==> src/trailer_status_can_reporter_top_defines.svh <==
// ----------------------------------------------------------------------------
// trailer status reporter assertion macros
// shared property forms for the reporter modules
// ----------------------------------------------------------------------------
`ifndef TRAILER_STATUS_CAN_REPORTER_TOP_DEFINES_SVH
`define TRAILER_STATUS_CAN_REPORTER_TOP_DEFINES_SVH

// same-cycle implication
`define TSCR_ASSERT_IMP(label, clk, rst_n, ante, cons) \
	label: assert property (@(posedge clk) disable iff (!rst_n) (ante) |-> (cons)) \
		else $error("tscr assertion failed");

// next-cycle implication
`define TSCR_ASSERT_NXT(label, clk, rst_n, ante, cons) \
	label: assert property (@(posedge clk) disable iff (!rst_n) (ante) |=> (cons)) \
		else $error("tscr assertion failed");

`endif

==> src/tscr_pkg.sv <==
// ----------------------------------------------------------------------------
// tscr_pkg
// types, register codes and constants of the trailer status reporter
// ----------------------------------------------------------------------------
`timescale 1ns / 1ps

package tscr_pkg;

	localparam int ADC_BITS_DEF  = 12;
	localparam int TIME_BITS_DEF = 48;

	localparam int FULL_SCALE_MV = 3300;

	localparam int MV_W       = 12;
	localparam int ID_W       = 11;
	localparam int PERIOD_W   = 24;
	localparam int LIMIT_W    = 8;
	localparam int CFG_DATA_W = 24;
	localparam int CFG_IDX_W  = 3;

	// register indexes
	localparam logic [CFG_IDX_W-1:0] REG_STATUS_FRAME_ID  = 3'd0;
	localparam logic [CFG_IDX_W-1:0] REG_ACTIVE_PERIOD    = 3'd1;
	localparam logic [CFG_IDX_W-1:0] REG_PROBE_PERIOD     = 3'd2;
	localparam logic [CFG_IDX_W-1:0] REG_FAIL_LIMIT       = 3'd3;
	localparam logic [CFG_IDX_W-1:0] REG_CONNECT_THRESH   = 3'd4;

	// register reset values
	localparam logic [ID_W-1:0]     RST_STATUS_FRAME_ID = 11'h010;
	localparam logic [PERIOD_W-1:0] RST_ACTIVE_PERIOD   = 24'd33000;
	localparam logic [PERIOD_W-1:0] RST_PROBE_PERIOD    = 24'd2000000;
	localparam logic [LIMIT_W-1:0]  RST_FAIL_LIMIT      = 8'd3;
	localparam logic [MV_W-1:0]     RST_CONNECT_THRESH  = 12'd500;

	localparam logic [LIMIT_W-1:0] FAIL_MAX = 8'hFF;

	// result kinds
	localparam logic [1:0] KIND_STATUS  = 2'd0;
	localparam logic [1:0] KIND_RECOVER = 2'd1;
	localparam logic [1:0] KIND_RESTART = 2'd2;

	typedef struct packed {
		logic [ID_W-1:0]     status_frame_id;
		logic [PERIOD_W-1:0] active_period;
		logic [PERIOD_W-1:0] probe_period;
		logic [LIMIT_W-1:0]  fail_limit;
		logic [MV_W-1:0]     connect_thresh;
	} cfg_t;

	typedef struct packed {
		logic [1:0]      kind;
		logic [ID_W-1:0] frame_id;
		logic [4:0]      flag_byte;
		logic [MV_W-1:0] voltage;
		logic            last;
	} result_t;

	localparam result_t RESULT_NONE = '0;

	// up to two results written to the output queue in one cycle
	typedef struct packed {
		logic [1:0] count;
		result_t    r0;
		result_t    r1;
	} push_t;

endpackage

==> src/tscr_core.sv <==
// ----------------------------------------------------------------------------
// tscr_core
// input register, sample scaling and bus supervision state machine
// ----------------------------------------------------------------------------
`timescale 1ns / 1ps
`include "trailer_status_can_reporter_top_defines.svh"

module tscr_core
	import tscr_pkg::*;
#(
	parameter int ADC_BITS  = ADC_BITS_DEF,
	parameter int TIME_BITS = TIME_BITS_DEF
) (
	input  logic                 clk,
	input  logic                 arst_n,
	input  cfg_t                 cfg,
	input  logic                 in_valid,
	output logic                 in_stall,
	input  logic                 cmd,
	input  logic [ADC_BITS-1:0]  adc_code,
	input  logic [3:0]           pin_levels,
	input  logic                 alert_bus_off,
	input  logic                 alert_recovered,
	input  logic                 alert_tx_failed,
	input  logic                 alert_tx_success,
	input  logic                 alert_rx_data,
	input  logic [TIME_BITS-1:0] now_us,
	input  logic [1:0]           room,
	output push_t                push
);

	// mv = code * 3300 / (2^N - 1) as a reciprocal multiply plus one correction step
	localparam int unsigned ADC_MAX = (2 ** ADC_BITS) - 1;
	localparam int P_W    = ADC_BITS + MV_W;
	localparam int SHIFT  = P_W;
	localparam int unsigned RECIP = (2 ** SHIFT) / ADC_MAX;
	localparam int K_W    = 25;
	localparam int unsigned SCALE_K = FULL_SCALE_MV * RECIP;
	localparam int PROD_W = ADC_BITS + K_W;

	logic                 vld_s1;
	logic                 cmd_s1;
	logic [3:0]           pins_s1;
	logic                 boff_s1;
	logic                 rec_s1;
	logic                 txf_s1;
	logic                 txs_s1;
	logic                 rx_s1;
	logic [TIME_BITS-1:0] now_s1;
	logic [P_W-1:0]       p_s1;
	logic [PROD_W-1:0]    pk_s1;

	logic                 bus_down_q;
	logic                 probing_q;
	logic [LIMIT_W-1:0]   fail_q;
	logic [TIME_BITS-1:0] last_send_q;
	logic [MV_W-1:0]      volt_q;
	logic [4:0]           light_q;

	logic [P_W-1:0]       p_d;
	logic [PROD_W-1:0]    pk_d;
	logic [MV_W-1:0]      q_est;
	logic [P_W-1:0]       qm;
	logic [P_W-1:0]       rem;
	logic [MV_W-1:0]      mv;
	logic [4:0]           flags;

	logic                 bd_n;
	logic                 pr_n;
	logic [LIMIT_W-1:0]   fc_n;
	logic [TIME_BITS-1:0] elapsed;
	logic [PERIOD_W-1:0]  period;
	logic                 send;
	logic [1:0]           nres;
	logic                 process;
	result_t              res_recover;
	result_t              res_restart;
	result_t              res_status;
	result_t              r0;
	result_t              r1;

	// both products depend on the code only, so they are formed before the input register
	assign p_d  = P_W'({{MV_W{1'b0}}, adc_code} * P_W'(FULL_SCALE_MV));
	assign pk_d = {{K_W{1'b0}}, adc_code} * PROD_W'(SCALE_K);

	assign in_stall = vld_s1 && !process;

	always_ff @(posedge clk or negedge arst_n) begin
		if (!arst_n) begin
			vld_s1 <= 1'b0;
		end else if (!in_stall) begin
			vld_s1 <= in_valid;
		end
	end

	always_ff @(posedge clk) begin
		if (!in_stall && in_valid) begin
			cmd_s1  <= cmd;
			pins_s1 <= pin_levels;
			boff_s1 <= alert_bus_off;
			rec_s1  <= alert_recovered;
			txf_s1  <= alert_tx_failed;
			txs_s1  <= alert_tx_success;
			rx_s1   <= alert_rx_data;
			now_s1  <= now_us;
			p_s1    <= p_d;
			pk_s1   <= pk_d;
		end
	end

	// estimate is exact or one low
	assign q_est = pk_s1[SHIFT +: MV_W];
	assign qm    = {q_est, {ADC_BITS{1'b0}}} - P_W'(q_est);
	assign rem   = p_s1 - qm;
	assign mv    = q_est + MV_W'(rem >= P_W'(ADC_MAX));

	assign flags = {!pins_s1[2], !pins_s1[3], !pins_s1[1], !pins_s1[0],
		(mv > cfg.connect_thresh)};

	always_comb begin
		res_recover      = RESULT_NONE;
		res_recover.kind = KIND_RECOVER;
		res_restart      = RESULT_NONE;
		res_restart.kind = KIND_RESTART;
		res_status.kind      = KIND_STATUS;
		res_status.frame_id  = cfg.status_frame_id;
		res_status.flag_byte = light_q;
		res_status.voltage   = volt_q;
		res_status.last      = 1'b0;

		bd_n    = bus_down_q;
		pr_n    = probing_q;
		fc_n    = fail_q;
		send    = 1'b0;
		nres    = 2'd0;
		r0      = RESULT_NONE;
		r1      = RESULT_NONE;
		period  = cfg.active_period;
		elapsed = now_s1 - last_send_q;

		if (boff_s1) begin
			bd_n    = 1'b1;
			nres    = 2'd1;
			r0      = res_recover;
			r0.last = 1'b1;
		end else begin
			if (rec_s1) begin
				bd_n = 1'b0;
				fc_n = '0;
				pr_n = 1'b1;
			end
			if (txf_s1 && !pr_n) begin
				if (fc_n != FAIL_MAX) begin
					fc_n = fc_n + LIMIT_W'(1);
				end
				if (fc_n >= cfg.fail_limit) begin
					pr_n = 1'b1;
				end
			end
			if (txs_s1) begin
				pr_n = 1'b0;
				fc_n = '0;
			end
			if (rx_s1 && pr_n) begin
				pr_n = 1'b0;
				fc_n = '0;
			end
			period = pr_n ? cfg.probe_period : cfg.active_period;
			send   = !bd_n && (elapsed >= TIME_BITS'(period));

			if (rec_s1 && send) begin
				nres    = 2'd2;
				r0      = res_restart;
				r1      = res_status;
				r1.last = 1'b1;
			end else if (rec_s1) begin
				nres    = 2'd1;
				r0      = res_restart;
				r0.last = 1'b1;
			end else if (send) begin
				nres    = 2'd1;
				r0      = res_status;
				r0.last = 1'b1;
			end
		end

		if (!cmd_s1) begin
			nres = 2'd0;
			send = 1'b0;
		end
	end

	assign process    = vld_s1 && (nres <= room);
	assign push.count = process ? nres : 2'd0;
	assign push.r0    = r0;
	assign push.r1    = r1;

	always_ff @(posedge clk or negedge arst_n) begin
		if (!arst_n) begin
			bus_down_q  <= 1'b0;
			probing_q   <= 1'b0;
			fail_q      <= '0;
			last_send_q <= '0;
			volt_q      <= '0;
			light_q     <= '0;
		end else if (process) begin
			if (cmd_s1) begin
				bus_down_q <= bd_n;
				probing_q  <= pr_n;
				fail_q     <= fc_n;
				if (send) begin
					last_send_q <= now_s1;
				end
			end else begin
				volt_q  <= mv;
				light_q <= flags;
			end
		end
	end

	`TSCR_ASSERT_IMP(a_push_fits, clk, arst_n, push.count != 2'd0, push.count <= room)
	`TSCR_ASSERT_NXT(a_send_time, clk, arst_n, process && send, last_send_q == $past(now_s1))

endmodule

==> src/tscr_outq.sv <==
// ----------------------------------------------------------------------------
// tscr_outq
// two-entry result queue between the core and the output channel
// ----------------------------------------------------------------------------
`timescale 1ns / 1ps
`include "trailer_status_can_reporter_top_defines.svh"

module tscr_outq
	import tscr_pkg::*;
(
	input  logic       clk,
	input  logic       arst_n,
	input  push_t      push,
	input  logic       out_stall,
	output logic       out_valid,
	output result_t    head,
	output logic [1:0] room
);

	logic [1:0] cnt_q;
	result_t    ent_q [2];
	result_t    nxt   [2];
	logic       pop;
	logic [1:0] c_after;

	assign out_valid = (cnt_q != 2'd0);
	assign head      = ent_q[0];
	assign pop       = out_valid && !out_stall;
	assign c_after   = cnt_q - {1'b0, pop};
	assign room      = 2'd2 - c_after;

	always_comb begin
		nxt[0] = ent_q[0];
		nxt[1] = ent_q[1];
		if (pop) begin
			nxt[0] = ent_q[1];
		end
		if (push.count != 2'd0) begin
			nxt[c_after[0]] = push.r0;
		end
		// a pair is only pushed into an empty queue
		if (push.count == 2'd2) begin
			nxt[1] = push.r1;
		end
	end

	always_ff @(posedge clk or negedge arst_n) begin
		if (!arst_n) begin
			cnt_q <= 2'd0;
		end else begin
			cnt_q <= c_after + push.count;
		end
	end

	always_ff @(posedge clk) begin
		ent_q[0] <= nxt[0];
		ent_q[1] <= nxt[1];
	end

	`TSCR_ASSERT_IMP(a_no_overflow, clk, arst_n, cnt_q == 2'd2 && !pop, push.count == 2'd0)
	`TSCR_ASSERT_IMP(a_last_order, clk, arst_n, push.count == 2'd2, !push.r0.last && push.r1.last)

endmodule

==> src/trailer_status_can_reporter_top.sv <==
// ----------------------------------------------------------------------------
// trailer_status_can_reporter_top
// trailer voltage and light sampling with periodic CAN status frames
// ----------------------------------------------------------------------------
//  channel  direction  handshake             payload
//  input    in         in_valid / in_stall   cmd, adc_code, pin_levels, alert_*, now_us
//  output   out        out_valid / out_stall kind, frame_id, flag_byte, voltage_hi/lo, last
//  config   in         cfg_wr_en             cfg_index, cfg_data
//
//  a transaction enters the input register and is resolved from there once the queue has room;
//  its 0, 1 or 2 results land in a two-entry queue and leave one per cycle while out_stall is low.
//  sustained rate is set by the single-result output port; out_valid rises once the results
//  of an item are written into the queue registers.
//  reset clears control state and loads the register defaults; no clearing pass.
//  in_stall rises only while the queue lacks room for the pending item's results.
// ----------------------------------------------------------------------------
`timescale 1ns / 1ps

module trailer_status_can_reporter_top
	import tscr_pkg::*;
#(
	parameter int ADC_BITS  = ADC_BITS_DEF,
	parameter int TIME_BITS = TIME_BITS_DEF
) (
	input  logic                  clk,
	input  logic                  arst_n,

	input  logic                  cfg_wr_en,
	input  logic [CFG_IDX_W-1:0]  cfg_index,
	input  logic [CFG_DATA_W-1:0] cfg_data,

	input  logic                  in_valid,
	output logic                  in_stall,
	input  logic                  cmd,
	input  logic [ADC_BITS-1:0]   adc_code,
	input  logic [3:0]            pin_levels,
	input  logic                  alert_bus_off,
	input  logic                  alert_recovered,
	input  logic                  alert_tx_failed,
	input  logic                  alert_tx_success,
	input  logic                  alert_rx_data,
	input  logic [TIME_BITS-1:0]  now_us,

	output logic                  out_valid,
	input  logic                  out_stall,
	output logic [1:0]            kind,
	output logic [ID_W-1:0]       frame_id,
	output logic [4:0]            flag_byte,
	output logic [7:0]            voltage_hi,
	output logic [7:0]            voltage_lo,
	output logic                  last
);

	cfg_t       cfg_q;
	push_t      push;
	result_t    head;
	logic [1:0] room;

	always_ff @(posedge clk or negedge arst_n) begin
		if (!arst_n) begin
			cfg_q.status_frame_id <= RST_STATUS_FRAME_ID;
			cfg_q.active_period   <= RST_ACTIVE_PERIOD;
			cfg_q.probe_period    <= RST_PROBE_PERIOD;
			cfg_q.fail_limit      <= RST_FAIL_LIMIT;
			cfg_q.connect_thresh  <= RST_CONNECT_THRESH;
		end else if (cfg_wr_en) begin
			unique case (cfg_index)
				REG_STATUS_FRAME_ID: cfg_q.status_frame_id <= cfg_data[ID_W-1:0];
				REG_ACTIVE_PERIOD:   cfg_q.active_period   <= cfg_data[PERIOD_W-1:0];
				REG_PROBE_PERIOD:    cfg_q.probe_period    <= cfg_data[PERIOD_W-1:0];
				REG_FAIL_LIMIT:      cfg_q.fail_limit      <= cfg_data[LIMIT_W-1:0];
				REG_CONNECT_THRESH:  cfg_q.connect_thresh  <= cfg_data[MV_W-1:0];
				default: begin
				end
			endcase
		end
	end

	tscr_core #(
		.ADC_BITS  (ADC_BITS),
		.TIME_BITS (TIME_BITS)
	) u_core (
		.clk              (clk),
		.arst_n           (arst_n),
		.cfg              (cfg_q),
		.in_valid         (in_valid),
		.in_stall         (in_stall),
		.cmd              (cmd),
		.adc_code         (adc_code),
		.pin_levels       (pin_levels),
		.alert_bus_off    (alert_bus_off),
		.alert_recovered  (alert_recovered),
		.alert_tx_failed  (alert_tx_failed),
		.alert_tx_success (alert_tx_success),
		.alert_rx_data    (alert_rx_data),
		.now_us           (now_us),
		.room             (room),
		.push             (push)
	);

	tscr_outq u_outq (
		.clk       (clk),
		.arst_n    (arst_n),
		.push      (push),
		.out_stall (out_stall),
		.out_valid (out_valid),
		.head      (head),
		.room      (room)
	);

	assign kind       = head.kind;
	assign frame_id   = head.frame_id;
	assign flag_byte  = head.flag_byte;
	assign voltage_hi = {4'b0000, head.voltage[MV_W-1:8]};
	assign voltage_lo = head.voltage[7:0];
	assign last       = head.last;

endmodule

==> config.mk <==
export PLATFORM = sky130hd
export DESIGN_NAME = trailer_status_can_reporter_top
export DESIGN_NICKNAME = d
export VERILOG_FILES = /design/src/tscr_pkg.sv /design/src/tscr_core.sv /design/src/tscr_outq.sv /design/src/trailer_status_can_reporter_top.sv
export VERILOG_INCLUDE_DIRS = /design/src /design/src/src
export SDC_FILE = /design/constraint.sdc
export NUM_CORES = 1
export LEC_CHECK = 0
export ABC_AREA = 1
export BUFFER_PORTS_ARGS = -buffer_cell sky130_fd_sc_hd__buf_2
export CAP_MARGIN = 20
export CORE_UTILIZATION = 33
export CTS_CLUSTER_SIZE = 30
export DETAILED_ROUTE_END_ITERATION = 10
export PLACE_DENSITY = 0.45
export SLEW_MARGIN = 25
export SYNTH_ARGS = -nofsm -noshare
export SYNTH_HDL_FRONTEND = slang
export SYNTH_SLANG_ARGS = --single-unit
export TNS_END_PERCENT = 20
==> constraint.sdc <==
create_clock -name clk -period 10.1 [get_ports clk]
set_input_delay 0.505 -clock clk [delete_from_list [all_inputs] [get_ports clk]]
set_output_delay 0.505 -clock clk [all_outputs]
set_load 0.05 [all_outputs]
==> implementation parameters <==
Parameter                              Value

Status
  Outcome    finished clean

Clocking
  TritonCTS clock tree    yes
  Number of gates resized after cts    0
  Hold-fix buffers, CTS    0
  CTS sink count    311
  Setup Buffers After CTS    0
  H-tree lvl count    2
  Root buffer selected by CTS    sky130_fd_sc_hd__clkbuf_16
  Number of buffers created by CTS    40
  Worst-Skew Late Latency    0.59 ns
  Clock-pin slew on the worst setup and hold paths    0.06 ns
  Maximum buffer depth of the clock tree    3

Timing
  Shortest period the worst path allows    8.96 ns
  Largest clock skew in the final design    0.0509 ns
  Normalized max-slew margin    41.3%
  Accumulated negative setup slack    0 ns
  Count of final max-slew check failures    0
  Worst hold margin    0.0181 ns
  Final setup violation count    0
  Actual slew at the worst max-slew pin    0.881 ns
  RSZ-0062 raised after global routing    no
  Number of endpoints with negative hold slack in the final report    0
  Final clock period utilization by the worst path    88.8%
  Maximum operating frequency    112 MHz

Route
  Vias after detailed routing    20,000
  Total routed wirelength    68,400 um
  Count of nets left with antenna violations after detail routing    0
  Number of optimization iterations in the first detailed-route pass    5
  Per-cell via count in the routed design    4.54
  Detailed-route wire length per cell    15.5 um
  Remaining routing DRC violations    0
  Iter 0 DRT Violations    1,150

Placement
  # port buffers    134
  Global placement routability congestion    0.890
  Hpwl dp    54,700 um
  Placed instance count    4,324

Floorplan
  Row count    101
  Die extent in x    279 um
  Area of the core    75,900 sq um
  Initial cell density of the core    33.4%
  Number of I/O pins    139
  Vertical die dimension    279 um
  Overall die area    77,900 sq um

Worst setup path
  Worst stage delay on the critical path    0.58 ns
  Worst Path Class, Setup    flop to flop
  Cell with the largest stage delay on the worst path    sky130_fd_sc_hd__edfxtp_1
  CP Max Fanout    29
  Kind of start point of the critical path    flop
  Setup crit end kind    flop
  Number of cells traversed by the worst register-to-register path    55
  Cell with the most instances on the worst path    sky130_fd_sc_hd__nand2_1
  Worst endpoint data arrival time    9.20 ns
  Required time worst endpoint    10.33 ns
  Number of buffers and inverters on the critical path    11
  Critical path depth in cells    55
  Family with the most delay on the worst path    simple AND/OR/NAND/NOR gates

Global route
  Wire length of the first global-routing pass    110,000 um
  Maximum number of pins on one net before global-route repair    86
  Total Routing Usage GR    17.9%
  Vias in the first global route    19,800
  Initial antenna violation count    3
  Total global routing overflow    0

Job
  Max-cap check violation count    0

Layout
  Post-route insts no fill    4,398
  Layout cells sized above 1    9.83%
  Layout area overhead    11.3%
  Total number of nets in the final design    3,816
  Final antenna diode count    0

Synth
  Count of warnings emitted by yosys    0
  Seq cells post-synth    311
  Async set-or-reset flop fraction in the synthesized netlist    50.5%
  Number of synthesized flops with an enable pin    121
  Leading post-synthesis cells by instance count    sky130_fd_sc_hd__nand2_1, sky130_fd_sc_hd__inv_1, sky130_fd_sc_hd__ha_1
  Syn Inst Count    3,238
  Mapped Avg Cell Area    7.83 sq um
  Post-synth top area cell    sky130_fd_sc_hd__edfxtp_1
  Netlist Area Pre-Place    25,400 sq um
  Proportion of synthesized chip area in sequential cells    32.5%
  Area share of the leading cell type in the synthesized netlist    14.3%
  Count of unique library cells instantiated by Yosys    52
  Top cells by area in the synthesized netlist    sky130_fd_sc_hd__edfxtp_1, sky130_fd_sc_hd__ha_1, sky130_fd_sc_hd__dfrtp_1
  Library cell with the highest instance count after synthesis    sky130_fd_sc_hd__nand2_1
  Most frequently used flop master after synthesis    sky130_fd_sc_hd__dfrtp_1

Min path
  Class of the tightest hold or removal check    primary input to async pin

Pwr
  Leakage power total    14.4 nW
  P per Cell Area    365 nW/um^2
  Max VDD drop    0.142 mV
-- final cells by class --
type	count	area [sq um]
flip-flops and latches	311	8250
clock buffers	52	1090
well taps	1030	1290
inverters	592	2220
clock inverters	22	225
fillers	8000	47700
multi-input cells	2241	14300
repair buffers	150	813
-- power by group --
part,switching [mW],total (mW),leakage [nW],internal [mW]
Combinational,4.37,6.68,10.3,2.31
Clock,0.590,1.41,0.645,0.822
Sequential,0.267,2.20,3.37,1.94
Total,5.23,10.3,14.4,5.07
-- final timing paths --
check	from	endpoint	slack (ns)
worst max-delay path	u_core.rec_s1	u_outq.ent_q[0][53]	1.14
worst min-delay path	arst_n	u_core.fail_q[1]	0.02
worst max register to register	u_core.rec_s1	u_outq.ent_q[0][53]	1.14
worst min register to register	u_core.pins_s1[0]	u_core.light_q[1]	0.45
max in group asynchronous	arst_n	cfg_q[41]	8.85
min in group clk	now_us[33]	u_core.now_s1[33]	0.09
-- sequential cells by signal, summed over array words and instances, names as in the netlist, 2 cells and up --
register	count
u_core.pins_s1	4
u_core.pk_s1	12
u_outq.cnt_q	2
u_core.last_send_q	48
u_core.volt_q	12
u_outq.ent_q	62
u_core.now_s1	48
u_core.light_q	5
cfg_q	79
u_core.fail_q	8
u_core.p_s1	22
-- per-stage QoR --
step | util (%) | power, mW | worst slack [ns] | cell area, sq um
floorplan | - | 7.23 | 2.10 | 25400
global placement | 35.4 | 8.97 | 1.12 | 26900
detailed placement | 35.4 | 8.96 | 1.06 | 26900
CTS | 37.1 | 10.5 | 1.01 | 28200
global route | 37.2 | 11.5 | 0.128 | 28200
finish | 37.2 | 10.3 | 1.14 | 28200
-- layout by cell type, fill, tap and decap left out, types with 23 or more instances in the layout --
cell | Yosys | routed
sky130_fd_sc_hd__dfrtp_1 | 136 | 136
sky130_fd_sc_hd__clkbuf_16 | 0 | 40
sky130_fd_sc_hd__inv_1 | 579 | 577
sky130_fd_sc_hd__nor2_1 | 235 | 234
sky130_fd_sc_hd__o21ai_0 | 192 | 192
sky130_fd_sc_hd__nand3_2 | 33 | 34
sky130_fd_sc_hd__edfxtp_1 | 121 | 121
sky130_fd_sc_hd__a21oi_1 | 172 | 171
sky130_fd_sc_hd__xor2_1 | 64 | 64
sky130_fd_sc_hd__dfxtp_1 | 33 | 33
sky130_fd_sc_hd__ha_1 | 282 | 282
sky130_fd_sc_hd__fa_1 | 96 | 96
sky130_fd_sc_hd__mux2i_1 | 23 | 23
sky130_fd_sc_hd__nand2_1 | 827 | 826
sky130_fd_sc_hd__nand3_1 | 128 | 127
sky130_fd_sc_hd__nor3_1 | 23 | 23
sky130_fd_sc_hd__buf_2 | 17 | 133
-- cells by family after synthesis --
group | Yosys count | share of synthesized area [%]
buffers and inverters | 689 | 11.1
AOI/OAI and AO/OA | 427 | 8.89
DFF | 311 | 32.5
adders and majority gates | 378 | 21.5
muxes | 25 | 0.997
xor gates and xnor gates | 82 | 2.83
and+or+nand+nor | 1325 | 22.1
other | 1 | 0.0148
-- metal layers --
layer / GRT usage, % / wire, um / share of wire [%]
met1: 25.5 / 34300 / 50
met2: 28.6 / 30200 / 44
met3: 2.37 / 2720 / 4.0
met4: 3.79 / 1130 / 1.6
met5: 0 / 13 / 0.019
-- worst register-to-register path: cells and delay by family, from the launching register on --
| family | cells | cell delay [ns] |
|---|---|---|
| simple gates | 31 | 3.64 |
| buf+inv | 11 | 1.97 |
| fa+ha+maj | 5 | 1.15 |
| compound gates | 7 | 0.90 |
| flops | 1 | 0.58 |
| mux | 1 | 0.39 |
No activity file was read; power rests on OpenSTA's default activity.
